[src/hdl/sem_pkg.sv]
`default_nettype none

package sem_pkg;

    // pixel layout
    localparam int CHANNELS = 3;
    localparam int CHAN_W   = 8;
    localparam int PIX_W    = CHANNELS * CHAN_W;

    // configuration registers
    localparam int WIDTH_W    = 11;
    localparam int HEIGHT_W   = 12;
    localparam int CFG_DATA_W = 12;
    localparam int CFG_IDX_W  = 2;
    localparam logic [CFG_IDX_W-1:0] REG_IMAGE_WIDTH  = 2'd0;
    localparam logic [CFG_IDX_W-1:0] REG_IMAGE_HEIGHT = 2'd1;
    localparam int MIN_DIM      = 3;
    localparam int RESET_WIDTH  = 640;
    localparam int RESET_HEIGHT = 480;

    // magnitude datapath
    localparam int GRAD_W      = 11;   // +-1020 fits
    localparam int SUM_W       = 21;   // gx^2 + gy^2 < 2^21
    localparam int ROOT_W      = 8;
    localparam int ROOT_STEP_W = 3;

    // job queue between front and back
    localparam int QUEUE_DEPTH = 4;
    localparam int QPTR_W      = 2;

    // 3x3 window taps, column-major: left, center, right columns
    localparam int WIN_TL   = 0;
    localparam int WIN_ML   = 1;
    localparam int WIN_BL   = 2;
    localparam int WIN_TC   = 3;
    localparam int WIN_MC   = 4;
    localparam int WIN_BC   = 5;
    localparam int WIN_TR   = 6;
    localparam int WIN_MR   = 7;
    localparam int WIN_BR   = 8;
    localparam int WIN_TAPS = 9;

    typedef logic [PIX_W-1:0] t_pix;

    typedef struct packed {
        t_pix [WIN_TAPS-1:0] win;
        logic                last;
    } t_job;

endpackage

`default_nettype wire

[src/hdl/sem_back.sv]
`default_nettype none

module sem_back
    import sem_pkg::*;
(
    input  wire logic i_clk,
    input  wire logic i_rst_n,
    input  wire t_job i_job,
    input  wire logic i_empty,
    output logic      o_pop,
    output logic      o_valid,
    input  wire logic i_ready,
    output t_pix      o_edge,
    output logic      o_last
);

    typedef enum logic [2:0] {S_IDLE, S_GRAD, S_SQR, S_ROOT, S_OUT} t_state;

    t_state                    r_state;
    t_job                      r_job;
    logic signed [GRAD_W-1:0]  r_gx   [CHANNELS];
    logic signed [GRAD_W-1:0]  r_gy   [CHANNELS];
    logic [SUM_W-1:0]          r_sum  [CHANNELS];
    logic [ROOT_W-1:0]         r_root [CHANNELS];
    logic [ROOT_STEP_W-1:0]    r_step;
    logic                      r_valid;
    t_pix                      r_edge;
    logic                      r_last;

    logic signed [GRAD_W-1:0]   n_gx   [CHANNELS];
    logic signed [GRAD_W-1:0]   n_gy   [CHANNELS];
    logic [SUM_W-1:0]           n_sum  [CHANNELS];
    logic [ROOT_W-1:0]          n_root [CHANNELS];

    function automatic logic signed [GRAD_W-1:0] tap(t_job j, int k, int c);
        return $signed({(GRAD_W-CHAN_W)'(0), j.win[k][c*CHAN_W +: CHAN_W]});
    endfunction

    assign o_pop = (r_state == S_IDLE) && !i_empty;

    always_comb begin
        for (int c = 0; c < CHANNELS; c++) begin
            n_gx[c] = (tap(r_job, WIN_TR, c) + (tap(r_job, WIN_MR, c) <<< 1)
                       + tap(r_job, WIN_BR, c))
                    - (tap(r_job, WIN_TL, c) + (tap(r_job, WIN_ML, c) <<< 1)
                       + tap(r_job, WIN_BL, c));
            n_gy[c] = (tap(r_job, WIN_BL, c) + (tap(r_job, WIN_BC, c) <<< 1)
                       + tap(r_job, WIN_BR, c))
                    - (tap(r_job, WIN_TL, c) + (tap(r_job, WIN_TC, c) <<< 1)
                       + tap(r_job, WIN_TR, c));
        end
    end

    always_comb begin
        logic signed [2*GRAD_W-1:0] sx;
        logic signed [2*GRAD_W-1:0] sy;
        for (int c = 0; c < CHANNELS; c++) begin
            sx = r_gx[c] * r_gx[c];
            sy = r_gy[c] * r_gy[c];
            n_sum[c] = sx[SUM_W-1:0] + sy[SUM_W-1:0];
        end
    end

    // one root bit per cycle; sums above 255^2 settle at 255 by themselves
    always_comb begin
        logic [ROOT_W-1:0]   t;
        logic [2*ROOT_W-1:0] tt;
        for (int c = 0; c < CHANNELS; c++) begin
            t  = r_root[c] | (ROOT_W'(1) << r_step);
            tt = t * t;
            n_root[c] = (SUM_W'(tt) <= r_sum[c]) ? t : r_root[c];
        end
    end

    always_ff @(posedge i_clk) begin
        if (!i_rst_n) begin
            r_state <= S_IDLE;
            r_valid <= 1'b0;
            r_step  <= '0;
        end else begin
            unique case (r_state)
                S_IDLE: begin
                    if (!i_empty) begin
                        r_job   <= i_job;
                        r_state <= S_GRAD;
                    end
                end
                S_GRAD: begin
                    for (int c = 0; c < CHANNELS; c++) begin
                        r_gx[c] <= n_gx[c];
                        r_gy[c] <= n_gy[c];
                    end
                    r_state <= S_SQR;
                end
                S_SQR: begin
                    for (int c = 0; c < CHANNELS; c++) begin
                        r_sum[c]  <= n_sum[c];
                        r_root[c] <= '0;
                    end
                    r_step  <= ROOT_STEP_W'(ROOT_W - 1);
                    r_state <= S_ROOT;
                end
                S_ROOT: begin
                    for (int c = 0; c < CHANNELS; c++) begin
                        r_root[c] <= n_root[c];
                    end
                    r_step <= r_step - 1'b1;
                    if (r_step == '0) begin
                        for (int c = 0; c < CHANNELS; c++) begin
                            r_edge[c*CHAN_W +: CHAN_W] <= n_root[c];
                        end
                        r_last  <= r_job.last;
                        r_valid <= 1'b1;
                        r_state <= S_OUT;
                    end
                end
                S_OUT: begin
                    if (i_ready) begin
                        r_valid <= 1'b0;
                        r_state <= S_IDLE;
                    end
                end
                default: r_state <= S_IDLE;
            endcase
        end
    end

    assign o_valid = r_valid;
    assign o_edge  = r_edge;
    assign o_last  = r_last;

endmodule

`default_nettype wire

[config.mk]
export PLATFORM = sky130hd
export DESIGN_NAME = sem_back
export DESIGN_NICKNAME = d
export VERILOG_FILES = /design/src/hdl/sem_pkg.sv /design/src/hdl/sem_back.sv
export SDC_FILE = /design/constraint.sdc
export NUM_CORES = 2
export LEC_CHECK = 0
export ABC_AREA = 1
export BUFFER_PORTS_ARGS = -buffer_cell sky130_fd_sc_hd__buf_2
export CORE_MARGIN = 5
export CORE_UTILIZATION = 65
export CTS_BUF_LIST = sky130_fd_sc_hd__clkbuf_4
export DETAILED_ROUTE_END_ITERATION = 16
export PLACE_DENSITY = 0.84
export SETUP_SLACK_MARGIN = 0.4
export SYNTH_ARGS = -nofsm -noshare
export SYNTH_HDL_FRONTEND = slang
export SYNTH_SLANG_ARGS = --single-unit
[constraint.sdc]
create_clock -name i_clk -period 16.4 [get_ports i_clk]
set_input_delay 0 -clock i_clk [delete_from_list [all_inputs] [get_ports i_clk]]
set_output_delay 0 -clock i_clk [all_outputs]
set_load 0.05 [all_outputs]
# After elaboration in Yosys (flattened, before gate mapping)
# Memories as Yosys holds them, arrays and structs flattened.
# Cells that the tools add are included.
totals:
  output_inout_bits: 27
  regBits: 225
  mem_count: 4
  wordCells: 112
  input_bits: 221
  mem_bits_rw: 153
op_classes:
  bitwise: 7
  n_eq_ne: 7
  addsub: 34
  n_mux: 23
  shifts: 1
  order_cmp: 3
  reduce_logical: 10
  multipliers: 9
memory_table:
  columns: ["memory", "depth", "width", "rd", "rd_clocked_by_memory_dff", "wr", "line", "rtl"]
  rows:
  - ["r_sum", 3, 21, 3, 0, 3, "sem_back.sv:23", "logic [SUM_W-1:0] r_sum [CHANNELS];"]
  - ["r_gx", 3, 11, 3, 0, 3, "sem_back.sv:21", "logic signed [GRAD_W-1:0] r_gx [CHANNELS];"]
  - ["r_gy", 3, 11, 3, 0, 3, "sem_back.sv:22", "logic signed [GRAD_W-1:0] r_gy [CHANNELS];"]
  - ["r_root", 3, 8, 3, 0, 3, "sem_back.sv:24", "logic [ROOT_W-1:0] r_root [CHANNELS];"]
ops:
  columns: ["cell", "count"]
  rows:
  - ["$add 10x8->11", 12]
  - ["$mul 11x11->21", 6]
  - ["$add 8x9->10", 12]
  - ["$sub 11x11->11", 6]
  - ["$add 21x21->21", 3]
  - ["$le 16x21->1", 3]
  - ["$mul 8x8->16", 3]
  - ["$mux 8", 6]
  - ["$or 8x8->8", 3]
  - ["$pmux 3 s5", 1]
  - ["$reduce_and 3->1", 4]
  - ["$mux 1", 11]
  - ["$mux 3", 3]
  - ["$shl 1x3->8 const A", 1]
  - ["$eq 3x2->1 const B", 2]
  - ["$logic_not 3->1", 2]
  - ["$ne 2x2->1 const B", 3]
  - ["$pmux 3 s2", 1]
  - ["$reduce_bool 2->1", 2]
  - ["$eq 3x1->1 const B", 1]
  - ["$eq 3x3->1 const B", 1]
  - ["$or 1x1->1", 3]
  - ["$sub 3x1->3 const B", 1]
  - ["$pmux 1 s2", 1]
  - ["other kinds (3)", 3]

# Depth between registers and ports, before layout
logic_depth:
  ltp_word: 6
  ltp_mapped: 37
  depth_no_buf: 37

# Worst setup path after synthesis
# No wires, ideal clock.
synth_timing:
  path_type: "register to register"
  start: "reg r_state[2]"
  end: "reg r_job[0] (netlist bit), enable pin"
  path_buffers: 0
  t_arrival_ns: 13.648
  required_time_ns: 15.418
  stages_incl_launch_ff: 6
  setup_slack_ns: 1.770
  path_cell_list: "dfxtp_1 -> nor2_1 -> inv_1 -> nor2_1 -> inv_1 -> nor3_1"
synth_between:
  elab_chain_cells: 2
synth_rtl:
  columns: ["item", "line", "rtl"]
  rows:
  - ["start: declaration", "sem_back.sv:19", "t_state r_state;"]
  - ["start signal: assignment", "sem_back.sv:77", "r_state <= S_IDLE;"]
  - ["start signal: assignment", "sem_back.sv:85", "r_state <= S_GRAD;"]
  - ["start signal: assignment", "sem_back.sv:93", "r_state <= S_SQR;"]
  - ["$logic_not 3->1", "sem_back.sv:81", "unique case (r_state)"]
  - ["$reduce_and 3->1 (no source line)", null, null]
  - ["end signal: assignment", "sem_back.sv:84", "r_job <= i_job;"]
  - ["end: declaration", "sem_back.sv:20", "t_job r_job;"]
# Every way passes these cells.
# A chain may end at the register's enable or synchronous reset.

==> flow_summary.yaml <==
global_routing:
  grt-ovfl-total: 0
  grt_use_total_pct: 32.4
  grt_pass1_wl_microns: 213000
  grt_max_degree: 83
  antenna_found_initial: 12
  grt_pass1_vias: 42900
clock_network:
  cts_resized: 0
  postCtsSetupBuffers: 0
  clock-root-buffer: "clkbuf_4"
  clock_latency_ns: 1.04
  cts_buffers: 101
  clock_sinks: 378
  clockBufferDepth: 3
  cts_tree: "done"
  cts.reportedPaths.clkPinSlew_ns: 0.07
  cts.htree.levels: 3
job:
  maxCapViolations: 0
placed_design:
  dp_hpwl_microns: 85300
  gp_congestion: 0.872
  port-buffer-count: 223
  place_ws_ns: 9.71
  place_area_sq_um: 52900
worst_setup_path:
  reg2reg_slack_ns: 8.74
  cp-start-kind: "flip-flop"
  reg2reg_depth: 19
  worstPathRequired_ns: 17.07
  endpoint: "r_sum[0][40]"
  crit_path_end_kind: "flip-flop"
  cp_data_arrival_time_ns: 8.33
  r2r-end: "r_sum[0][40]"
  r2r_start: "r_gx[0][16]"
  crit_start: "r_gx[0][16]"
  crit_path_max_fanout: 13
  critical_path_class: "flip-flop to flip-flop"
die:
  rows: 102
  die_w_microns: 289
  die-area_sq_um: 83700
  initial_core_util_pct: 65.5
  fp.coreArea_sq_um: 77500
  die_h_microns: 289
  io_pins: 248
layout:
  nNetsFinal: 7511
  area_delta_synth_final_pct: 14.8
  design_area_sq_um: 58200
  layout-drive-gt1-share_pct: 7.40
logic_synthesis:
  yosys_warnings: 0
  synthArstFlopShare_pct: 0
  synth_cell_types: 50
  synth_top_area_share_pct: 37.2
  synth_seq_area_share_pct: 22.2
  netlist_top_cells_area: "fa_1 37%, edfxtp_1 22%, inv_1 13%"
  syn_avg_cell_area_sq_um: 9.66
  syn_area_sq_um: 50700
  synth_common_cells: "1739 x inv_1, 943 x fa_1, 800 x nand2_1"
  synth_edf_count: 371
  synth-seq-cells: 378
  synth_ff_type: "edfxtp_1"
  synthCells: 5249
  synth_top_cell_by_area: "fa_1"
  yosysMostFrequentCell: "inv_1"
timing:
  layout_setup_ws_ns: 8.74
  final_hold_viol_count: 0
  setup_violations: 0
  fmax_mhz: 131
  max_slew.worst_pin.slew_ns: 1.16
  period_minus_slack_ns: 7.66
  slew_headroom_pct: 22.7
  fin_crit_sh_pct: 46.7
  finalMaxSlewViolations: 0
  fin_setup_tns_ns: 0
  skew_ns: 0.189
  rsz0062_at_grt: "false"
route:
  wirelength_microns: 133000
  first_pass_iters: 9
  drtIter0Drc: 3439
  vias: 38200
  ant_nets: 0
  wl_per_cell_microns: 18.9
  route.detailed.drc: 0
  viasPerCell: 5.42
run_status:
  status: "complete, no violations"
min_path:
  min_path_type: "primary input to flip-flop"
[cell type report]
class                           instances  area (sq um)
Timing Repair Buffer                  621          5080
Antenna cell                           14          35.0
Clock buffer                          136          1020
Clock inverter                         49           319
Multi-Input combinational cell       3056         32600
Fill cell                            4776         19300
Tap cell                             1040          1300
Inverter                             1745          6550
Sequential cell                       378         11300
[through the flow]
stage	utilization, %	hold WS (ns)	std cells
5_1_grt	75.1	0.0693	7036
2_1_floorplan	-	0.0989	5251
3_3_place_gp	68.3	0.176	6449
3_5_place_dp	68.3	0.178	6449
6_report	75.1	0.0873	7039
4_1_cts	75.1	0.0294	7025
[worst max-delay path, stage by stage (launching register included)]
cell      delay [ns]
edfxtp_1        0.90
nand2_1         0.25
inv_1           0.37
fa_1            0.56
inv_1           0.33
fa_1            0.70
fa_1            0.86
fa_1            0.55
fa_1            0.49
fa_1            0.51
inv_1           0.05
fa_1            0.49
ha_1            0.44
a21oi_1         0.26
o21ai_1         0.12
nand2_1         0.09
nand3_2         0.09
nand2_1         0.10
o21bai_2        0.07
xor2_1          0.17
[logic make-up (layout without fill, tap and decap cells)]
kind of cell | count (synthesis) | after routing | synth area share [%]
AOI/OAI and AO/OA | 276 | 276 | 3.14
xor gates and xnor gates | 191 | 191 | 3.31
adders and majority gates | 1387 | 1387 | 48.2
buffers and inverters | 1817 | 2551 | 13.5
DFF | 378 | 378 | 22.2
other | 2 | 18 | 0.0148
and+or+nand+nor | 1198 | 1198 | 9.62
[timing repair]
item | 4_1_cts | 5_1_grt
hold buffers | 391 | 0
setup endpoints to repair | 0 | 0
endpoints found under the hold margin | 284 | 0
[layer usage]
metal | part of all wire [%] | wire (microns) | vias up | global-route usage (%)
met4 | 8.9 | 11900 | 8 | 21.3
li1 | - | - | 16700 | -
met3 | 9.0 | 12000 | 871 | 8.72
met1 | 33 | 44100 | 18400 | 35.7
met2 | 49 | 65000 | 2096 | 55.5
met5 | 0.094 | 125 | - | 0
[registers in the layout, summed over array words and instances (netlist names)]
name	flops
r_sum	63
o_edge	24
o_valid	1
o_last	1
r_state	3
r_job	193
r_gy	33
r_gx	33
r_step	3
r_root	24
[cell usage in the layout (no fill, tap or decap), types with 5 or more instances in the layout]
cell / count
nor3_1: 22
a31oi_1: 10
buf_2: 223
nand4_1: 33
o21bai_1: 10
xor2_1: 126
nand2_1: 800
inv_1: 1739
a21oi_2: 5
ha_1: 444
diode_2: 14
edfxtp_1: 371
fa_1: 943
nand3_1: 106
nor2_1: 190
clkinv_1: 32
dfxtp_1: 7
xnor2_1: 64
or2_2: 19
clkinv_2: 12
a21o_1: 13
buf_4: 7
clkbuf_4: 136
o211ai_1: 13
a21oi_1: 147
o21ai_0: 47
nand2_2: 11
dlygate4sd3_1: 391
[how the worst min path moves through the flow]
stage / from / end / depth (start not counted)
floorplan: i_job[0] / r_job[0] / 0
global placement: i_job[16] / r_job[16] / 1
detailed placement: i_job[208] / r_job[208] / 1
CTS: i_empty / r_state[0] / 5
global route: i_empty / r_state[0] / 5
finish: i_empty / r_state[0] / 5
Power is left out: the tool's default activity adds up to more than one toggle a clock period on the data nets, which glitch-free logic cannot reach.
