--- src/hdl/sem_pkg.sv ---
`default_nettype none

package sem_pkg;

    // pixel layout
    localparam int CHANNELS = 3;
    localparam int CHAN_W   = 8;
    localparam int PIX_W    = CHANNELS * CHAN_W;

    // configuration registers
    localparam int WIDTH_W    = 11;
    localparam int HEIGHT_W   = 12;
    localparam int CFG_DATA_W = 12;
    localparam int CFG_IDX_W  = 2;
    localparam logic [CFG_IDX_W-1:0] REG_IMAGE_WIDTH  = 2'd0;
    localparam logic [CFG_IDX_W-1:0] REG_IMAGE_HEIGHT = 2'd1;
    localparam int MIN_DIM      = 3;
    localparam int RESET_WIDTH  = 640;
    localparam int RESET_HEIGHT = 480;

    // magnitude datapath
    localparam int GRAD_W      = 11;   // +-1020 fits
    localparam int SUM_W       = 21;   // gx^2 + gy^2 < 2^21
    localparam int ROOT_W      = 8;
    localparam int ROOT_STEP_W = 3;

    // job queue between front and back
    localparam int QUEUE_DEPTH = 4;
    localparam int QPTR_W      = 2;

    // 3x3 window taps, column-major: left, center, right columns
    localparam int WIN_TL   = 0;
    localparam int WIN_ML   = 1;
    localparam int WIN_BL   = 2;
    localparam int WIN_TC   = 3;
    localparam int WIN_MC   = 4;
    localparam int WIN_BC   = 5;
    localparam int WIN_TR   = 6;
    localparam int WIN_MR   = 7;
    localparam int WIN_BR   = 8;
    localparam int WIN_TAPS = 9;

    typedef logic [PIX_W-1:0] t_pix;

    typedef struct packed {
        t_pix [WIN_TAPS-1:0] win;
        logic                last;
    } t_job;

endpackage

`default_nettype wire

--- src/hdl/sem_queue.sv ---
`default_nettype none

module sem_queue
    import sem_pkg::*;
(
    input  wire logic              i_clk,
    input  wire logic              i_rst_n,
    input  wire logic              i_push,
    input  wire t_job              i_data,
    input  wire logic              i_pop,
    output t_job                   o_data,
    output logic                   o_empty,
    output logic                   o_full,
    output logic [QPTR_W:0]        o_count
);

    t_job              r_mem [QUEUE_DEPTH];
    logic [QPTR_W-1:0] r_wr;
    logic [QPTR_W-1:0] r_rd;
    logic [QPTR_W:0]   r_count;

    logic do_push;
    logic do_pop;

    assign do_push = i_push && !o_full;
    assign do_pop  = i_pop && !o_empty;

    always_ff @(posedge i_clk) begin
        if (!i_rst_n) begin
            r_wr    <= '0;
            r_rd    <= '0;
            r_count <= '0;
        end else begin
            if (do_push) begin
                r_wr <= r_wr + 1'b1;
            end
            if (do_pop) begin
                r_rd <= r_rd + 1'b1;
            end
            case ({do_push, do_pop})
                2'b10:   r_count <= r_count + 1'b1;
                2'b01:   r_count <= r_count - 1'b1;
                default: r_count <= r_count;
            endcase
        end
    end

    always_ff @(posedge i_clk) begin
        if (do_push) begin
            r_mem[r_wr] <= i_data;
        end
    end

    assign o_data  = r_mem[r_rd];
    assign o_empty = (r_count == '0);
    assign o_full  = (r_count == (QPTR_W+1)'(QUEUE_DEPTH));
    assign o_count = r_count;

endmodule

`default_nettype wire

--- config.mk ---
export PLATFORM = sky130hd
export DESIGN_NAME = sem_queue
export DESIGN_NICKNAME = d
export VERILOG_FILES = /design/src/hdl/sem_pkg.sv /design/src/hdl/sem_queue.sv
export SDC_FILE = /design/constraint.sdc
export NUM_CORES = 1
export LEC_CHECK = 0
export ABC_CLOCK_PERIOD_IN_PS = 5900
export BUFFER_PORTS_ARGS = -buffer_cell sky130_fd_sc_hd__buf_2
export CORE_AREA = 2 2 253 255
export DETAILED_ROUTE_END_ITERATION = 10
export DIE_AREA = 0 0 255 257
export MAX_ROUTING_LAYER = met4
export PLACE_DENSITY = 0.85
export SYNTH_ARGS = -nofsm -noshare
export SYNTH_HDL_FRONTEND = slang
export SYNTH_SLANG_ARGS = --single-unit
--- constraint.sdc ---
create_clock -name i_clk -period 5.9 [get_ports i_clk]
set_clock_uncertainty 0.05 [all_clocks]
set_input_delay 0.295 -clock i_clk [delete_from_list [all_inputs] [get_ports i_clk]]
set_output_delay 0.295 -clock i_clk [all_outputs]
set_load 0.02 [all_outputs]
; Word level (Yosys, flattened, before mapping)
; Memories as Yosys holds them, arrays and structs flattened. A register that Yosys moved wholly into a read port is not among the register bits.
; Cells that the tools add are included.
[totals]
reg_bits = 7
latch_bits = 0
ram_bits = 868
romBits = 0
input_bits = 221
output_inout_bits = 222
word_cells = 22
n_memories = 1
[op_classes]
addsub = 4
multipliers = 0
div_mod_pow = 0
magnitude_cmp = 0
n_eq_ne = 3
shifts = 0
mux = 5
bitwise_logic = 0
n_reduce_logical = 6
[memory_table]
columns = name, words, width, read_ports, rd_clocked_by_memory_dff, wr, line
row1 = r_mem, 4, 217, 1, 1, 1, sem_queue.sv:17  ; t_job r_mem [QUEUE_DEPTH];
[ops]
columns = cell, n
row1 = 3-bit case mux with 2 select lines, 1
row2 = "2-bit by 1-bit adder with 2-bit output, second input constant", 2
row3 = 2-bit two-way mux, 2
row4 = "3-bit by 1-bit adder with 3-bit output, second input constant", 1
row5 = "3-bit == test, second input constant", 1
row6 = 3-bit zero test, 1
row7 = "3-bit by 1-bit subtractor with 3-bit output, second input constant", 1
row8 = "2-bit by 1-bit == test with 1-bit output, second input constant", 1
row9 = "2-bit == test, second input constant", 1
row10 = 1-bit logical AND, 2
row11 = 1-bit zero test, 2
row12 = 1-bit two-way mux, 2
row13 = 2-bit nonzero test, 1

; Depth between registers and ports, before layout
; Gate-level depths: netlist of the first run.
[logic_depth]
depth_word = 5
mapped_depth = 10
ltp_nobuf = 9

; Worst setup path before layout of the first run
; Ideal clock, no wire load.
[synth_timing]
path_type = register to register
from = reg r_count[0], in the netlist o_count[0]
to = mem r_mem[0][0] in the netlist's numbering, enable pin
setup_ns = 0.605
arrival_ns = 6.023
t_required_ns = 5.245
setup_slack_ns = -0.777
path_stages_with_launch = 5
path_buffers = 1
period_less_slack_ns = 6.677
path_cell_list = dfxtp_1 > nor3b_1 > nor2b_1 > clkbuf_1 > and2_1
[synth_via]
elab_chain_len = 5
[synth_lines]
columns = element, line
row1 = start: declaration, sem_queue.sv:20  ; logic [QPTR_W:0] r_count;
row2 = start signal: assignment, sem_queue.sv:41  ; 2'b10: r_count <= r_count + 1'b1;
row3 = start signal: assignment, sem_queue.sv:42  ; 2'b01: r_count <= r_count - 1'b1;
row4 = start signal: assignment, sem_queue.sv:43  ; default: r_count <= r_count;
row5 = 3-bit == test, sem_queue.sv:56  ; assign o_full = (r_count == (QPTR_W+1)'(QUEUE_DEPTH));
row6 = named net o_full, sem_queue.sv:13  ; output logic o_full,
row7 = 1-bit zero test, sem_queue.sv:25  ; assign do_push = i_push && !o_full;
row8 = 1-bit logical AND, sem_queue.sv:25
row9 = 1-bit two-way mux, sem_queue.sv:49  ; if (do_push) begin
row10 = 1-bit two-way mux (not written as such), sem_queue.sv:50  ; r_mem[r_wr] <= i_data;
row11 = end: declaration, sem_queue.sv:17
; The timed path passes the listed nets, and every way through them passes these cells.

==> flow_summary.toml, run 1 <==
[floorplan]
boundaryPins = 443
dieArea_um2 = 65540
core_um2 = 62740
start_util = 0.5063
dieWidth_um = 255
chipHeight_um = 257
row_count = 92

[power]
cellPowerDensity_nw_per_um2 = 429.8
p_leak_nw = 13.42
ir_worst_vdd_mv = 0.3889

[drt]
totalWireLength_mm = 72.28
dr_wl_met3_mm = 6.055
wl_per_cell_um = 25.61
wl_met1_mm = 25.43
top_layer = "met4"
wl_met2_mm = 38.43
drc = 0
routed_via_density = 5.560
drt_iter0_markers = 1527
ant_nets = 0
dr.pass1.iters = 5
dr_total_vias = 15690

[clock_tree]
clock_sinks = 877
h-tree-depth = 3
postCtsSetupBuffers = 0
clkTransAtPathRegs_ns = 0.06
cts_resized = 0
cts-hold-fix-buffers = 219
clock_latency_ns = 0.63
cts_tree = "yes"
cts_max_path_buffers = 3
cts_root_buffer = "clkbuf_16"
numCtsBuffers = 85

[cells_and_area]
seq_area_um2 = 26250
multi_input_area_um2 = 5170
layout-drive-gt1-share = 0.4065
fin_cells = 2822
syn_to_final_growth_pct = 25.83
nNetsFinal = 2125
fill_cells = 3907
fin_util = 0.6371

[timing]
setup_viol = 0
post-route-min-period_ns = 3.365
drv_slew = 0
max_freq_ghz = 0.2972
rsz0062_at_grt = "false"
worst_pin_slew_ns = 0.9966
finalSetupTns_ns = 0
maxSlewHeadroom = 0.3356
timing.final.hold_violations = 0
finalCritPeriodShare = 0.5704

[place]
place.gp.congestion = 0.7567
dpl.cell_count = 2438
dp_hpwl_mm = 37.48
numPortBuffers = 442

[flow_run]
drv_cap = 0

[global_routing]
globalRoute.totalOverflow = 0
grt_max_degree = 112
grt_pass1_vias = 17040
grt_pass1_wl_mm = 106.2
track_usage = 0.2263
antenna_found_initial = 6

[synth]
syn_inst = 1187
syn_area_um2 = 31770
synth_warnings = 0
synth-seq-area-share = 0.8262
syn_area_per_cell_um2 = 26.76
syn-num-nets = 1414
ys_seq_elements = 877
synth_cell_type_count = 22

[status]
status = "finished, final reports clean"

[worst_setup_path]
arrival_ns = 3.02
required_ns = 5.56
worstSetupStartpointType = "flip-flop"
end_kind = "primary output"
crit_type = "reg2out"
crit_path_max_fanout = 57

[min_path]
hold_class = "in2reg"
==> layout make-up <==
class                      instances  area share
antenna                            8   0.0005008
clock buffer                     102     0.05534
clock inverter                    55     0.01490
inverter                           6   0.0005635
multi-input combinational        254      0.1293
sequential                       877      0.6568
tap                              846     0.02648
timing repair buffer             674      0.1161
==> cells by family (layout without fill, tap and decap cells) <==
family,count (synthesis),in the layout,synth area share
DFF,877,877,0.8262
muxes,219,219,0.1545
buffers and inverters,56,837,0.01134
and+or+nand+nor,20,20,0.003545
AOI/OAI and AO/OA,7,7,0.001260
adders and majority gates,6,6,0.002600
xor gates and xnor gates,2,2,0.0005515
other,0,8,0
==> metal layers <==
layer,up-vias,global-route usage
li1,6611,-
met1,8188,0.2636
met2,741,0.3810
met3,151,0.05614
met4,0,0.08415
met5,-,-
==> final timing paths <==
check                          startpoint                      end  slack (ns)  cells past startpoint
setup / recovery                flip-flop               o_data[99]        2.53                      3
hold / removal                     i_push     r_wr[0]$_SDFFE_PN0P_        0.15                      3
setup reg to reg  o_count[2]$_SDFFE_PN0P_  r_mem[2][154]$_DFFE_PP_        2.90                      4
hold reg to reg      r_rd[0]$_SDFFE_PN0P_                flip-flop        0.48                      2
==> worst max-delay path, cell delays in order, from the launching register on <==
cell	delay, ns
dfxtp_4	0.86
buf_4	0.76
mux4_2	0.44
buf_2	0.18
==> power by group <==
part	internal [mW]	total (mW)	switching [mW]	leakage, nW
sequential	7.51	7.73	0.227	8.04
clock	3.14	5.44	2.30	1.36
combinational	1.64	4.00	2.36	4.02
total	12.3	17.2	4.89	13.4
==> flip-flops by register name, summed over array words and instances (netlist names), named ones only <==
name	count
r_wr	2
o_count	3
r_mem	868
r_rd	2
==> per-stage QoR <==
stage          hold slack, ns  cell area [µm²]  setup WS [ns]  power [mW]
2_1_floorplan          0.3439            31770          1.655       10.49
3_3_place_gp           0.4193            34950          3.115       11.56
3_5_place_dp           0.4334            34950          2.995       11.66
4_1_cts                0.1083            39950          2.533       17.24
5_1_grt                0.1580            39970          2.417       17.78
6_report               0.1493            39970          2.535       17.18
==> cell usage in the layout (no fill, tap or decap), types with 2 or more instances in the layout <==
master         Yosys  layout
buf_2             24     442
dlygate4sd3_1      0     219
clkinv_8           0       2
inv_6              0       3
and2_4             0       4
and2_1             6       2
edfxtp_1         868     868
clkbuf_16          0      86
nand2_1            7       7
a21boi_0           2       2
clkinv_2           0      13
or3_1              2       2
diode_2            0       8
dfxtp_1            9       7
buf_12             0      11
buf_4              0       2
inv_1              6       6
clkinv_1           0      19
ha_1               5       5
bufinv_16          0      10
clkbuf_1           2      16
mux2i_1            2       2
o21ai_0            5       5
clkinvlp_4         0       4
mux4_2           217     217
dfxtp_4            0       2
nor2b_1            2       2
==> Yosys cell counts (all sizes together) <==
library cell / count / area [µm²]
or3: 2 / 12.51
and2: 6 / 37.54
or4bb: 1 / 11.26
xor2: 1 / 8.760
a21boi: 2 / 15.01
xnor2: 1 / 8.760
mux4: 217 / 4887
nor2b: 2 / 12.51
inv: 6 / 22.52
nor3b: 1 / 7.510
buf: 48 / 330.3
dfxtp: 9 / 180.2
edfxtp: 868 / 26070
fa: 1 / 20.02
clkbuf: 2 / 7.510
nor3: 1 / 5.000
ha: 5 / 62.56
o21ai: 5 / 25.02
nand2: 7 / 26.28
mux2i: 2 / 20.02
(Power assumes the default switching activity.)
==> run 2, diff against run 1 <==
Settings changed: ABC_CLOCK_PERIOD_IN_PS 5900 to 3200, CORE_AREA 2 2 253 255 to 2 2 244 246, DIE_AREA 0 0 255 257 to 0 0 246 248, PLACE_DENSITY 0.85 to 0.86.
Clock period 5.9 ns to 3.2 ns, I/O delays scaled along.
==> run 2 against run 1 <==
Net effect:
- design area is 0.72% higher
- total power up 84%
- core utilization up 5.1 points
- sequential power up 84%
- clock power grew 75%
- via count is 2.6% higher
- critical path depth up 1
- critical path type unchanged
- critical endpoint is now o_data[173]
==> flow_summary.toml, run 2 (synthesis results as in run 1) <==
[place]
place.gp.congestion = 0.8303
numPortBuffers = 442
dp_hpwl_mm = 41.67
post-place-ws_ns = 0.8093
placed_cell_area_um2 = 35410

[clock_tree]
cts_root_buffer = "clkbuf_16"
numCtsBuffers = 84
cts_tree = "yes"
clock_sinks = 877
h-tree-depth = 3
clock_latency_ns = 0.62
clkTransAtPathRegs_ns = 0.07
cts_max_path_buffers = 3

[timing]
setup_ws_ns = 0.4826
worst_pin_slew_ns = 0.6530
maxSlewHeadroom = 0.5637
finalCritPeriodShare = 0.8492
max_freq_ghz = 0.3680
drv_slew = 0
setup_viol = 0
finalSetupTns_ns = 0
rsz0062_at_grt = "false"
timing.final.hold_violations = 0
post-route-min-period_ns = 2.717

[cells_and_area]
final_cell_mix = "edfxtp_1, buf_2, dlygate4sd3_1"
regMostFlops = "r_mem"
final_area_um2 = 40260
fin_util = 0.6886
layout-drive-gt1-share = 0.4150
largest_reg_flops = 868
layout_commonest_cell = "edfxtp_1"
nNetsFinal = 2165
syn_to_final_growth_pct = 26.73

[worst_setup_path]
slowest_stage = "mux4_2"
critPathTopFamily = "buffers and inverters"
critical_path.cell_chain = "buf_12 -> buf_12 -> mux4_2 -> buf_2"
max_stage_delay_ns = 0.59
worstSetupStartpointType = "flip-flop"
worst-path-buf-inv = 3
cpMostUsedCell = "buf_12"
arrival_ns = 2.51
end_kind = "primary output"
crit_path_max_fanout = 31
required_ns = 2.99
crit_type = "reg2out"

[power]
p_switching_mw = 9.191
p_int_mw = 22.42
cellPowerDensity_nw_per_um2 = 785.2
pwr-share-clk = 0.302
swShare = 0.2908
ir_worst_vdd_mv = 0.8921
pwr-share-seq = 0.450
power_frac_comb = 0.249
p_leak_nw = 13.61

[floorplan]
start_util = 0.5433
chipHeight_um = 248
row_count = 89
dieWidth_um = 246
core_um2 = 58460
boundaryPins = 443
dieArea_um2 = 61010

[global_routing]
grt_pass1_vias = 17060
track_usage = 0.2525
grt_max_degree = 71
globalRoute.totalOverflow = 0
antenna_found_initial = 11
grt_pass1_wl_mm = 107.8

[drt]
routed_via_density = 5.768
dr_total_vias = 16090
ant_nets = 0
wl_per_cell_um = 27.02
dr.pass1.iters = 5
drc = 0
drt_iter0_markers = 1398
totalWireLength_mm = 75.39

[min_path]
hold_class = "in2reg"

[flow_run]
drv_cap = 0

[status]
status = "finished, final reports clean"
==> run 2: changes by cell type in the layout (fill, tap and decap cells not counted), moves of 2 or more <==
cell and delta:
inv_6 +3, bufinv_16 -5, clkinv_8 -2, clkbuf_1 +4
buf_12 +20, clkbuf_16 -2, diode_2 +4, buf_4 +20
clkinvlp_4 -2
==> run 2: worst paths after layout <==
path	slack (ns)	start	cells past startpoint	endpoint
setup / recovery	0.48	flip-flop	4	o_data[173]
hold / removal	0.23	i_data[180]	2	r_mem[1][180]$_DFFE_PP_
setup reg to reg	0.49	o_count[2]$_SDFFE_PN0P_	9	o_count[2]$_SDFFE_PN0P_
hold reg to reg	0.47	r_wr[1]$_SDFFE_PN0P_	2	r_wr[1]$_SDFFE_PN0P_
==> run 2: timing repair <==
| action | in CTS | in global routing |
|---|---|---|
| buffers inserted | 0 | 0 |
| gates resized for setup | 0 | 0 |
| endpoints found under the hold margin | 877 | 0 |
| hold buffers | 220 | 0 |
==> run 2: worst register-to-register path: stages (launching register included) <==
cell and delay, ns:
dfxtp_1 0.43, nor3b_1 0.35, nor2b_1 0.24, inv_1 0.13
ha_1 0.19, inv_1 0.06, fa_1 0.38, xor2_1 0.17
or3_1 0.37, a21boi_0 0.25
==> run 2: cell type report <==
cell class	count	area, µm²
Tap cell	773	967.2
Inverter	6	22.52
Clock inverter	48	424.2
Fill cell	3342	18210
Sequential cell	877	26250
Antenna cell	12	30.03
Timing Repair Buffer	715	5200
Clock buffer	105	2191
Multi-Input combinational cell	254	5170
==> run 2: through the flow <==
stage,power [mW],instances,hold WS [ns]
CTS,31.65,2778,0.1803
floorplan,19.34,1187,0.2089
global placement,21.70,2405,0.3188
detailed placement,21.90,2405,0.3253
global route,32.59,2790,0.2071
finish,31.61,2790,0.2347
==> run 2: power by group through the flow <==
stage	Combinational, mW	Sequential [mW]	Clock (mW)
6_report	7.86	14.2	9.54
5_1_grt	8.25	14.3	10.1
4_1_cts	7.83	14.2	9.63
3_5_place_dp	7.51	14.4	0
3_3_place_gp	7.42	14.3	0
2_1_floorplan	5.00	14.3	0
==> run 2: layer usage <==
layer	wire length, µm	vias to the layer above	track usage
met4	2533	0	0.08645
met1	26180	8323	0.3003
met5	0	-	-
met2	39170	931	0.4171
met3	7504	168	0.07212
li1	-	6672	-
